<file path="src/hdl/kmle_pkg.sv">
// Package for the key matrix layer event generator.
// Holds matrix geometry, hold-state and opcode codes, beat types and index helpers.
// No dependencies.
`timescale 1ns / 1ps
`default_nettype none

package kmle_pkg;

    // Matrix geometry
    localparam int ROWS  = 8;
    localparam int COLS  = 16;
    localparam int KEYS  = ROWS * COLS;
    localparam int ROW_W = 3;
    localparam int COL_W = 4;
    localparam int IDX_W = $clog2(KEYS);
    localparam int MAP_W = IDX_W + 1;      // layer bit above the key index

    // Field widths
    localparam int CODE_W  = 8;
    localparam int ENTRY_W = 2 * CODE_W;   // modifier mask high, usage code low
    localparam int HOLD_W  = 2;
    localparam int IN_TDATA_W  = 32;
    localparam int OUT_TDATA_W = 16;
    localparam int CFG_IDX_W  = 1;
    localparam int CFG_DATA_W = 4;

    // Per-key hold state codes
    localparam logic [HOLD_W-1:0] HOLD_IDLE = 2'd0;
    localparam logic [HOLD_W-1:0] HOLD_BASE = 2'd1;
    localparam logic [HOLD_W-1:0] HOLD_ALT  = 2'd2;

    // Input opcodes
    localparam logic OP_SAMPLE = 1'b0;
    localparam logic OP_WRITE  = 1'b1;

    // Configuration register indexes
    localparam logic [CFG_IDX_W-1:0] CFG_FN_ROW = 1'b0;
    localparam logic [CFG_IDX_W-1:0] CFG_FN_COL = 1'b1;

    // Reset values of the configuration registers
    localparam logic [ROW_W-1:0] FN_ROW_RST = 3'd4;
    localparam logic [COL_W-1:0] FN_COL_RST = 4'd0;

    typedef enum logic {
        ST_IDLE,
        ST_EVAL
    } t_state;

    // One output event
    typedef struct packed {
        logic              is_modifier;
        logic [CODE_W-1:0] code;
        logic              is_down;
        logic              last;
    } t_evt;

    // Hold-state memory write request
    typedef struct packed {
        logic              en;
        logic [IDX_W-1:0]  addr;
        logic [HOLD_W-1:0] data;
    } t_hold_wr;

    // Keymap memory write request
    typedef struct packed {
        logic               en;
        logic [MAP_W-1:0]   addr;
        logic [ENTRY_W-1:0] data;
    } t_map_wr;

    function automatic logic in_matrix(logic [ROW_W-1:0] row, logic [COL_W-1:0] col);
        in_matrix = (32'(row) < ROWS) && (32'(col) < COLS);
    endfunction

    function automatic logic [IDX_W-1:0] key_index(logic [ROW_W-1:0] row,
                                                   logic [COL_W-1:0] col);
        key_index = IDX_W'(row) * IDX_W'(COLS) + IDX_W'(col);
    endfunction

endpackage

`default_nettype wire

</file>
<file path="src/hdl/kmle_hold_mem.sv">
// Per-key hold-state memory: one write port, two registered read ports.
// Entries never written since reset read as idle through a valid bit per key.
// Depends on kmle_pkg.
`timescale 1ns / 1ps
`default_nettype none

module kmle_hold_mem
    import kmle_pkg::*;
(
    input  wire logic              i_clk,
    input  wire logic              i_rst_n,
    input  wire t_hold_wr          i_wr,
    input  wire logic              i_rd_en,
    input  wire logic [IDX_W-1:0]  i_rd_addr_a,
    input  wire logic [IDX_W-1:0]  i_rd_addr_b,
    output logic      [HOLD_W-1:0] o_rd_data_a,
    output logic      [HOLD_W-1:0] o_rd_data_b
);

    logic [HOLD_W-1:0] r_mem [KEYS];
    logic [KEYS-1:0]   r_vld;
    logic [HOLD_W-1:0] r_rd_a;
    logic [HOLD_W-1:0] r_rd_b;
    logic              r_vld_a;
    logic              r_vld_b;

    // Storage array and read data
    always_ff @(posedge i_clk) begin
        if (i_wr.en) begin
            r_mem[i_wr.addr] <= i_wr.data;
        end
        if (i_rd_en) begin
            r_rd_a <= r_mem[i_rd_addr_a];
            r_rd_b <= r_mem[i_rd_addr_b];
        end
    end

    // Valid bits, cleared at reset
    always_ff @(posedge i_clk) begin
        if (!i_rst_n) begin
            r_vld   <= '0;
            r_vld_a <= 1'b0;
            r_vld_b <= 1'b0;
        end else begin
            if (i_wr.en) begin
                r_vld[i_wr.addr] <= 1'b1;
            end
            if (i_rd_en) begin
                r_vld_a <= r_vld[i_rd_addr_a];
                r_vld_b <= r_vld[i_rd_addr_b];
            end
        end
    end

    assign o_rd_data_a = r_vld_a ? r_rd_a : HOLD_IDLE;
    assign o_rd_data_b = r_vld_b ? r_rd_b : HOLD_IDLE;

endmodule

`default_nettype wire

</file>
<file path="src/hdl/kmle_map_mem.sv">
// Keymap memory for both layers, addressed by {layer, key}.
// One write port; reads the base and alternate entries of a key together.
// Depends on kmle_pkg.
`timescale 1ns / 1ps
`default_nettype none

module kmle_map_mem
    import kmle_pkg::*;
(
    input  wire logic               i_clk,
    input  wire logic               i_rst_n,
    input  wire t_map_wr            i_wr,
    input  wire logic               i_rd_en,
    input  wire logic [IDX_W-1:0]   i_rd_addr,
    output logic      [ENTRY_W-1:0] o_base,
    output logic      [ENTRY_W-1:0] o_alt
);

    localparam int DEPTH = 2 * KEYS;

    logic [ENTRY_W-1:0] r_mem [DEPTH];
    logic [DEPTH-1:0]   r_vld;
    logic [ENTRY_W-1:0] r_rd_base;
    logic [ENTRY_W-1:0] r_rd_alt;
    logic               r_vld_base;
    logic               r_vld_alt;
    logic [MAP_W-1:0]   addr_base;
    logic [MAP_W-1:0]   addr_alt;

    assign addr_base = {1'b0, i_rd_addr};
    assign addr_alt  = {1'b1, i_rd_addr};

    // Storage array and read data
    always_ff @(posedge i_clk) begin
        if (i_wr.en) begin
            r_mem[i_wr.addr] <= i_wr.data;
        end
        if (i_rd_en) begin
            r_rd_base <= r_mem[addr_base];
            r_rd_alt  <= r_mem[addr_alt];
        end
    end

    // Valid bits: unwritten entries read as zero
    always_ff @(posedge i_clk) begin
        if (!i_rst_n) begin
            r_vld      <= '0;
            r_vld_base <= 1'b0;
            r_vld_alt  <= 1'b0;
        end else begin
            if (i_wr.en) begin
                r_vld[i_wr.addr] <= 1'b1;
            end
            if (i_rd_en) begin
                r_vld_base <= r_vld[addr_base];
                r_vld_alt  <= r_vld[addr_alt];
            end
        end
    end

    assign o_base = r_vld_base ? r_rd_base : '0;
    assign o_alt  = r_vld_alt  ? r_rd_alt  : '0;

endmodule

`default_nettype wire

</file>
<file path="src/hdl/kmle_evt_queue.sv">
// Two-entry event queue driving the master stream side.
// Loaded with up to two events at once, drained one beat per cycle while the receiver is ready.
// Depends on kmle_pkg.
`timescale 1ns / 1ps
`default_nettype none

module kmle_evt_queue
    import kmle_pkg::*;
(
    input  wire logic                   i_clk,
    input  wire logic                   i_rst_n,
    input  wire logic                   i_load,
    input  wire logic [1:0]             i_count,
    input  wire t_evt                   i_ev0,
    input  wire t_evt                   i_ev1,
    output logic                        o_can_load,
    output logic                        m_axis_tvalid,
    input  wire logic                   m_axis_tready,
    output logic      [OUT_TDATA_W-1:0] m_axis_tdata,   // [7:0] event_code, [8] is_down
    output logic                        m_axis_tuser,   // [0] is_modifier
    output logic                        m_axis_tlast
);

    t_evt       r_q0;
    t_evt       r_q1;
    logic [1:0] r_cnt;
    logic       pop;

    assign pop        = m_axis_tvalid && m_axis_tready;
    // Loading is allowed once the queue is empty after this cycle's beat
    assign o_can_load = (r_cnt == 2'd0) || ((r_cnt == 2'd1) && pop);

    // Fill count
    always_ff @(posedge i_clk) begin
        if (!i_rst_n) begin
            r_cnt <= 2'd0;
        end else if (i_load) begin
            r_cnt <= i_count;
        end else if (pop) begin
            r_cnt <= r_cnt - 2'd1;
        end
    end

    // Entries
    always_ff @(posedge i_clk) begin
        if (i_load) begin
            r_q0 <= i_ev0;
            r_q1 <= i_ev1;
        end else if (pop) begin
            r_q0 <= r_q1;
        end
    end

    assign m_axis_tvalid = (r_cnt != 2'd0);
    assign m_axis_tdata  = {(OUT_TDATA_W - CODE_W - 1)'(0), r_q0.is_down, r_q0.code};
    assign m_axis_tuser  = r_q0.is_modifier;
    assign m_axis_tlast  = r_q0.last;

endmodule

`default_nettype wire

</file>
<file path="src/hdl/key_matrix_layer_event_gen_unit.sv">
// Key matrix event generator with a function layer: top level.
// Sequencer, configuration registers, hold-state and keymap memories, event queue.
// Depends on kmle_pkg, kmle_hold_mem, kmle_map_mem, kmle_evt_queue.
//
// Usage:
//   s_axis carries one beat per key sample (tuser = 0) or keymap write
//   (tuser = 1). m_axis returns the press/release events a sample causes:
//   zero, one or two beats (modifier event first), tlast on the final one.
//   Keymap writes and repeated levels produce no beats.
//   The cfg channel writes the function key row (index 0) and column
//   (index 1); it is always ready and should be used while the block is idle.
// Timing:
//   A beat is accepted in one cycle and evaluated in the next; a new beat
//   is accepted only once that evaluation completes. The first event is on
//   m_axis in the cycle after evaluation. Evaluation waits until the
//   two-entry event queue can take its events; the queue drains one beat
//   per cycle while the receiver is ready.
// Reset:
//   All keys idle, both keymaps zero (valid bits clear at once, no sweep),
//   function key at row 4, column 0. A stalled receiver holds the queue;
//   an item with events then waits in evaluation until it drains, blocking input.
`timescale 1ns / 1ps
`default_nettype none

module key_matrix_layer_event_gen_unit
    import kmle_pkg::*;
(
    input  wire logic                   i_clk,
    input  wire logic                   i_rst_n,
    // Configuration write channel
    input  wire logic                   i_cfg_valid,
    output logic                        o_cfg_ready,
    input  wire logic [CFG_IDX_W-1:0]   i_cfg_index,
    input  wire logic [CFG_DATA_W-1:0]  i_cfg_data,
    // Input stream
    input  wire logic                   s_axis_tvalid,
    output logic                        s_axis_tready,
    // [2:0] key_row, [6:3] key_col, [7] pressed, [8] map_layer,
    // [16:9] key_code, [24:17] modifier_mask, [31:25] zero
    input  wire logic [IN_TDATA_W-1:0]  s_axis_tdata,
    input  wire logic                   s_axis_tuser,   // [0] opcode
    // Event stream
    output logic                        m_axis_tvalid,
    input  wire logic                   m_axis_tready,
    output logic      [OUT_TDATA_W-1:0] m_axis_tdata,   // [7:0] event_code, [8] is_down
    output logic                        m_axis_tuser,   // [0] is_modifier
    output logic                        m_axis_tlast
);

    t_state r_state;
    t_state n_state;

    logic [ROW_W-1:0] r_fn_row;
    logic [COL_W-1:0] r_fn_col;

    // Captured item
    logic              r_opcode;
    logic              r_in_ok;
    logic [IDX_W-1:0]  r_idx;
    logic              r_pressed;
    logic              r_layer;
    logic [CODE_W-1:0] r_code;
    logic [CODE_W-1:0] r_mod;

    // Input field unpack
    logic [ROW_W-1:0]  in_row;
    logic [COL_W-1:0]  in_col;
    logic              in_acc;

    assign in_row = s_axis_tdata[ROW_W-1:0];
    assign in_col = s_axis_tdata[ROW_W+COL_W-1:ROW_W];
    assign in_acc = s_axis_tvalid && s_axis_tready;

    // Memory interfaces
    t_hold_wr           hold_wr;
    t_map_wr            map_wr;
    logic [HOLD_W-1:0]  hold_key;
    logic [HOLD_W-1:0]  hold_fn;
    logic [ENTRY_W-1:0] ent_base;
    logic [ENTRY_W-1:0] ent_alt;

    // Evaluation
    logic               fn_held;
    logic               emit;
    logic [ENTRY_W-1:0] entry;
    logic               ev_down;
    logic [CODE_W-1:0]  ev_mod;
    logic [CODE_W-1:0]  ev_code;
    logic [1:0]         ev_cnt;
    t_evt               ev0;
    t_evt               ev1;
    logic               q_can_load;
    logic               eval_go;
    logic               q_load;

    // Configuration registers
    always_ff @(posedge i_clk) begin
        if (!i_rst_n) begin
            r_fn_row <= FN_ROW_RST;
            r_fn_col <= FN_COL_RST;
        end else if (i_cfg_valid && o_cfg_ready) begin
            unique case (i_cfg_index)
                CFG_FN_ROW: r_fn_row <= i_cfg_data[ROW_W-1:0];
                CFG_FN_COL: r_fn_col <= i_cfg_data[COL_W-1:0];
                default:    ;
            endcase
        end
    end

    // Item capture
    always_ff @(posedge i_clk) begin
        if (in_acc) begin
            r_opcode  <= s_axis_tuser;
            r_in_ok   <= in_matrix(in_row, in_col);
            r_idx     <= key_index(in_row, in_col);
            r_pressed <= s_axis_tdata[7];
            r_layer   <= s_axis_tdata[8];
            r_code    <= s_axis_tdata[16:9];
            r_mod     <= s_axis_tdata[24:17];
        end
    end

    // State memories, read at acceptance
    kmle_hold_mem u_hold_mem (
        .i_clk       (i_clk),
        .i_rst_n     (i_rst_n),
        .i_wr        (hold_wr),
        .i_rd_en     (in_acc),
        .i_rd_addr_a (key_index(in_row, in_col)),
        .i_rd_addr_b (key_index(r_fn_row, r_fn_col)),
        .o_rd_data_a (hold_key),
        .o_rd_data_b (hold_fn)
    );

    kmle_map_mem u_map_mem (
        .i_clk     (i_clk),
        .i_rst_n   (i_rst_n),
        .i_wr      (map_wr),
        .i_rd_en   (in_acc),
        .i_rd_addr (key_index(in_row, in_col)),
        .o_base    (ent_base),
        .o_alt     (ent_alt)
    );

    // Press/release decision and entry selection
    always_comb begin
        fn_held = in_matrix(r_fn_row, r_fn_col) && (hold_fn != HOLD_IDLE);
        emit    = 1'b0;
        entry   = ent_base;
        ev_down = r_pressed;
        hold_wr = '{en: 1'b0, addr: r_idx, data: HOLD_IDLE};
        if (r_in_ok && (r_opcode == OP_SAMPLE)) begin
            if (r_pressed && (hold_key == HOLD_IDLE)) begin
                emit         = 1'b1;
                hold_wr.en   = 1'b1;
                hold_wr.data = fn_held ? HOLD_ALT : HOLD_BASE;
                entry        = fn_held ? ent_alt : ent_base;
            end else if (!r_pressed && (hold_key != HOLD_IDLE)) begin
                emit         = 1'b1;
                hold_wr.en   = 1'b1;
                hold_wr.data = HOLD_IDLE;
                entry        = (hold_key == HOLD_BASE) ? ent_base : ent_alt;
            end
        end
        // memory writes land only when the evaluation completes
        hold_wr.en = hold_wr.en && eval_go && (r_state == ST_EVAL);
    end

    // Event build: modifier first, then key
    always_comb begin
        ev_mod  = entry[ENTRY_W-1:CODE_W];
        ev_code = entry[CODE_W-1:0];
        ev_cnt  = emit ? (2'((ev_mod != '0)) + 2'((ev_code != '0))) : 2'd0;
        ev1     = '{is_modifier: 1'b0, code: ev_code, is_down: ev_down, last: 1'b1};
        if (ev_mod != '0) begin
            ev0 = '{is_modifier: 1'b1, code: ev_mod, is_down: ev_down,
                    last: (ev_code == '0)};
        end else begin
            ev0 = ev1;
        end
    end

    assign eval_go = (ev_cnt == 2'd0) || q_can_load;
    assign q_load  = (r_state == ST_EVAL) && eval_go && (ev_cnt != 2'd0);

    // Keymap write
    always_comb begin
        map_wr.en   = (r_state == ST_EVAL) && r_in_ok && (r_opcode == OP_WRITE);
        map_wr.addr = {r_layer, r_idx};
        map_wr.data = {r_mod, r_code};
    end

    kmle_evt_queue u_evt_queue (
        .i_clk         (i_clk),
        .i_rst_n       (i_rst_n),
        .i_load        (q_load),
        .i_count       (ev_cnt),
        .i_ev0         (ev0),
        .i_ev1         (ev1),
        .o_can_load    (q_can_load),
        .m_axis_tvalid (m_axis_tvalid),
        .m_axis_tready (m_axis_tready),
        .m_axis_tdata  (m_axis_tdata),
        .m_axis_tuser  (m_axis_tuser),
        .m_axis_tlast  (m_axis_tlast)
    );

    // Sequencer state register
    always_ff @(posedge i_clk) begin
        if (!i_rst_n) begin
            r_state <= ST_IDLE;
        end else begin
            r_state <= n_state;
        end
    end

    // Next state
    always_comb begin
        n_state = r_state;
        unique case (r_state)
            ST_IDLE: if (in_acc) begin
                n_state = ST_EVAL;
            end
            ST_EVAL: if (eval_go) begin
                n_state = ST_IDLE;
            end
            default: n_state = ST_IDLE;
        endcase
    end

    // Handshake outputs
    always_comb begin
        s_axis_tready = (r_state == ST_IDLE);
        o_cfg_ready   = 1'b1;
    end

    // Checks
    a_accept_then_busy: assert property (@(posedge i_clk) disable iff (!i_rst_n)
        in_acc |=> !s_axis_tready)
        else $error("input accepted on two consecutive cycles");

    a_pair_back_to_back: assert property (@(posedge i_clk) disable iff (!i_rst_n)
        (m_axis_tvalid && m_axis_tready && !m_axis_tlast) |=> m_axis_tvalid)
        else $error("second event of a pair not queued");

    a_hold_code: assert property (@(posedge i_clk) disable iff (!i_rst_n)
        hold_wr.en |-> (hold_wr.data == HOLD_IDLE || hold_wr.data == HOLD_BASE ||
                        hold_wr.data == HOLD_ALT))
        else $error("illegal hold state written");

    a_no_dual_write: assert property (@(posedge i_clk) disable iff (!i_rst_n)
        !(hold_wr.en && map_wr.en))
        else $error("sample and keymap write in the same evaluation");

endmodule

`default_nettype wire
</file>
<file path="config.mk">
export PLATFORM = sky130hd
export DESIGN_NAME = key_matrix_layer_event_gen_unit
export DESIGN_NICKNAME = d
export VERILOG_FILES = /design/src/hdl/kmle_pkg.sv /design/src/hdl/kmle_hold_mem.sv /design/src/hdl/kmle_map_mem.sv /design/src/hdl/kmle_evt_queue.sv /design/src/hdl/key_matrix_layer_event_gen_unit.sv
export SDC_FILE = /design/constraint.sdc
export NUM_CORES = 2
export LEC_CHECK = 0
export BUFFER_PORTS_ARGS = -buffer_cell sky130_fd_sc_hd__buf_2
export CORE_UTILIZATION = 45
export DETAILED_ROUTE_END_ITERATION = 7
export PLACE_DENSITY = 0.6
export SLEW_MARGIN = 20
export SYNTH_ARGS = -nofsm -noshare
export SYNTH_HDL_FRONTEND = slang
export SYNTH_MEMORY_MAX_BITS = 65536
export SYNTH_SLANG_ARGS = --single-unit
</file>
<file path="constraint.sdc">
create_clock -name i_clk -period 7.45 [get_ports i_clk]
set_clock_uncertainty 0.1 [all_clocks]
set_input_delay 1.1175 -clock i_clk [delete_from_list [all_inputs] [get_ports i_clk]]
set_output_delay 1.1175 -clock i_clk [all_outputs]
set_load 0.02 [all_outputs]
</file>
==> metrics.csv <==
stage,metric,value,unit
yosys,yosys.area.top_type,edfxtp_1,
critical_path,worstPathRequired,8.03,ns
route,wl_met2,237300,um
grt,overflow,0,
route,wl_met1,196700,um
critical_path,crit_path_end,u_hold_mem.r_mem[43][1],
place,dp_slack,1.916,ns
timing,period_needed,5.727,ns
timing,worstMarginPinSlew,1.291,ns
die,ios,64,
clocking,postCtsHoldBufs,0,
place,dp_hpwl,284500,um
clocking,cts.root.buffer_cell,clkbuf_16,
power,p_comb_share,4.6,%
route,ant_nets,0,
finish,nNetsFinal,9438,
clocking,cts_tree,built,
finish,layout_common_cells,"edfxtp_1, mux4_2, mux2i_1",
yosys,synth_area_leaders,"edfxtp_1, mux4_2, dfxtp_1",
die,die_w,649.1,um
route,routed.top_layer,met5,
finish,area.growth.synth_to_final,13.02,%
power,power_switching,0.01212,W
critical_path,crit_type,flop to flop,
critical_path,r2r_slack,1.72,ns
power,leakage,67.68,nW
clocking,cts_max_level,5,
critical_path,r2r_cells,13,
die,start_util,45.20,%
yosys,yosysSeqAreaShare,74.88,%
timing,hold_viol,0,
yosys,synth_seq_cells,4832,
critical_path,critPathMaxFanout,18,
yosys,yosys.area.top_type_share,70.65,%
grt,grt_usage,22.69,%
timing,final.period_utilization,76.87,%
die,dieArea,421400,um2
timing,timing.fmax,174.6,MHz
critical_path,arrival,6.30,ns
route,dr.pass1.iters,8,
yosys,syn_area,188500,um2
clocking,clkTransAtPathRegs,0.06,ns
clocking,clk_path_buf_depth,4,
finish,nFillCells,32610,
timing,slew_violations,0,
timing,tns,0,ns
power,clockPowerShare,42.9,%
die,num_rows,237,
place,portBuffers,48,
clocking,cts_made_buffers,473,
hold_path,hp-class,input pin to flop,
route,drc,0,
yosys,synthCells,8981,
clocking,cts_resized,0,
die,core,416900,um2
timing,setup_slack,1.723,ns
yosys,async_flop_share,0,%
grt,grt_start_max_net_pins,216,
critical_path,startpoint_type,flop,
route,num_vias,92180,
critical_path,crit_path_end_kind,flop,
yosys,synthDistinctLibCells,71,
timing,setup_viol,0,
power,internal_power,0.04461,W
die,die_h,649.1,um
timing,relSlewSlack,13.94,%
critical_path,r2r_start,ev_down,
yosys,yosysWarnings,0,
finish,drive_above_1_share,26.19,%
power,switching_share,21.37,%
finish,final_common_cell,edfxtp_1,
route,drtIter0Drc,11250,
critical_path,startpoint,ev_down,
yosys,avgSynthCellArea,20.98,um2
critical_path,worstReg2RegEnd,u_hold_mem.r_mem[43][1],
clocking,cts_setup_buffers,0,
clocking,clk_latency,1.02,ns
grt,antenna_found_initial,29,
timing,rsz0062_at_grt,no,
place,place.gp.congestion,0.8443,
grt,grt_pass1_wl,689700,um
route,wl_met3,37130,um
clocking,cts.sinks,4832,
yosys,synth_edf_count,4434,
run_status,outcome,finished clean,
power,ir_worst_vdd,0.2282,mV
route,routed_wl,486800,um
flow_run,cap_violations,0,
yosys,synth_ff_type,edfxtp_1,
route,wire_per_inst,31.80,um
grt,grt_pass1_vias,93350,
power,powerDensity,266.4,nW/um2
route,viasPerCell,6.022,
power,power_frac_seq,52.5,%
## worst min-delay path by stage
stage                               from              endpoint  slack [ns]  depth (start not counted)
global route            s_axis_tdata[10]             r_code[1]        0.13                          1
global placement    u_map_mem.r_vld[254]  u_map_mem.r_vld[254]        0.34                          1
detailed placement   u_map_mem.r_vld[74]   u_map_mem.r_vld[74]        0.35                          1
floorplan            u_map_mem.r_vld[16]   u_map_mem.r_vld[16]        0.33                          1
CTS                     s_axis_tdata[10]             r_code[1]        0.10                          1
finish                  s_axis_tdata[10]             r_code[1]        0.18                          1
## synth_stat cells, drive strengths merged (3+ instances only)
library cell / count
and2: 6
mux2i: 583
o22ai: 21
a211oi: 17
o221ai: 4
mux4: 1250
nand2: 180
nor2b: 33
o21a: 386
nor3b: 6
clkbuf: 195
o21ai: 10
or2: 5
mux2: 47
ha: 5
a22o: 15
nand3: 70
a2111oi: 3
inv: 10
buf: 347
nor4: 18
dfxtp: 398
a22oi: 229
edfxtp: 4434
nand4: 38
a21boi: 5
a222oi: 8
nand3b: 4
or3b: 3
nor3: 88
a21oi: 61
nor2: 438
a31oi: 5
nand2b: 14
a221oi: 9
or3: 5
## cells by family after synthesis
logic type | after synthesis | share of synthesized area (%)
XOR/XNOR | 1 | 0.004648
other | 2 | 0.003985
buffers and inverters | 554 | 1.532
flip-flops | 4832 | 74.88
AO/OA/AOI/OAI | 792 | 3.095
adder cells (fa/ha/maj) | 5 | 0.03320
AND/OR/NAND/NOR | 915 | 2.135
multiplexers | 1880 | 18.32
## registers in the layout, summed over array words and instances, names as in the netlist, 3 cells and up
register                  cells
r_code                        8
r_fn_col                      4
r_fn_row                      3
r_idx                         7
r_mod                         8
u_evt_queue.m_axis_tdata      9
u_evt_queue.r_q1              9
u_hold_mem.r_mem            256
u_hold_mem.r_vld            128
u_map_mem.r_mem            4096
u_map_mem.r_rd_alt           16
u_map_mem.r_rd_base          16
u_map_mem.r_vld             256
## per-layer routing
layer / vias up / global-route usage, %
li1: 38280 / -
met1: 49590 / 31.21
met2: 3612 / 37.10
met3: 700 / 4.074
met4: 4 / 6.930
met5: - / 0
## critical path: stages (launching register included)
cell and delay, ns:
edfxtp_1 0.55, ha_1 0.31, inv_1 0.15, a31oi_1 0.34, nor3b_2 0.92, a22oi_2 0.31
inv_1 0.13, ha_1 0.27, nor2_1 0.30, o311ai_1 0.23, buf_4 0.24, nor3_1 0.69
nand3_1 0.47, nor2_1 0.37
## area by class of cell
cell class              count  area [um2]  share of cell area (%)
inverters                  12       47.55                 0.02232
repair buffers            470        4161                   1.954
flip-flops and latches   4832      141100                   66.26
clock inverters           263        3042                   1.428
clock buffers             623       12800                   6.012
well taps                5497        6878                   3.229
multi-input cells        3601       44900                   21.08
diodes                     11       27.53                 0.01292
## power groups by stage
stage	Clock (W)	Combinational [W]	Sequential [W]
3_3_place_gp	0	0.00259	0.0303
3_5_place_dp	0	0.00264	0.0303
6_report	0.0243	0.00263	0.0298
5_1_grt	0.0257	0.00277	0.0297
4_1_cts	0.0247	0.00265	0.0298
2_1_floorplan	0	0.00148	0.0305
## per-stage QoR
step / total power (W) / instance area (um2) / util, % / std cells / hold slack (ns)
5_1_grt: 0.05818 / 213000 / 51.08 / 15300 / 0.1323
3_5_place_dp: 0.03298 / 196900 / 47.22 / 14410 / 0.3476
4_1_cts: 0.05708 / 212700 / 51.02 / 15290 / 0.1037
3_3_place_gp: 0.03292 / 196800 / 47.20 / 14410 / 0.3404
6_report: 0.05673 / 213000 / 51.09 / 15310 / 0.1785
2_1_floorplan: 0.03202 / 188500 / - / 8987 / 0.3336
Note: power is estimated with default switching activity, not from simulation.
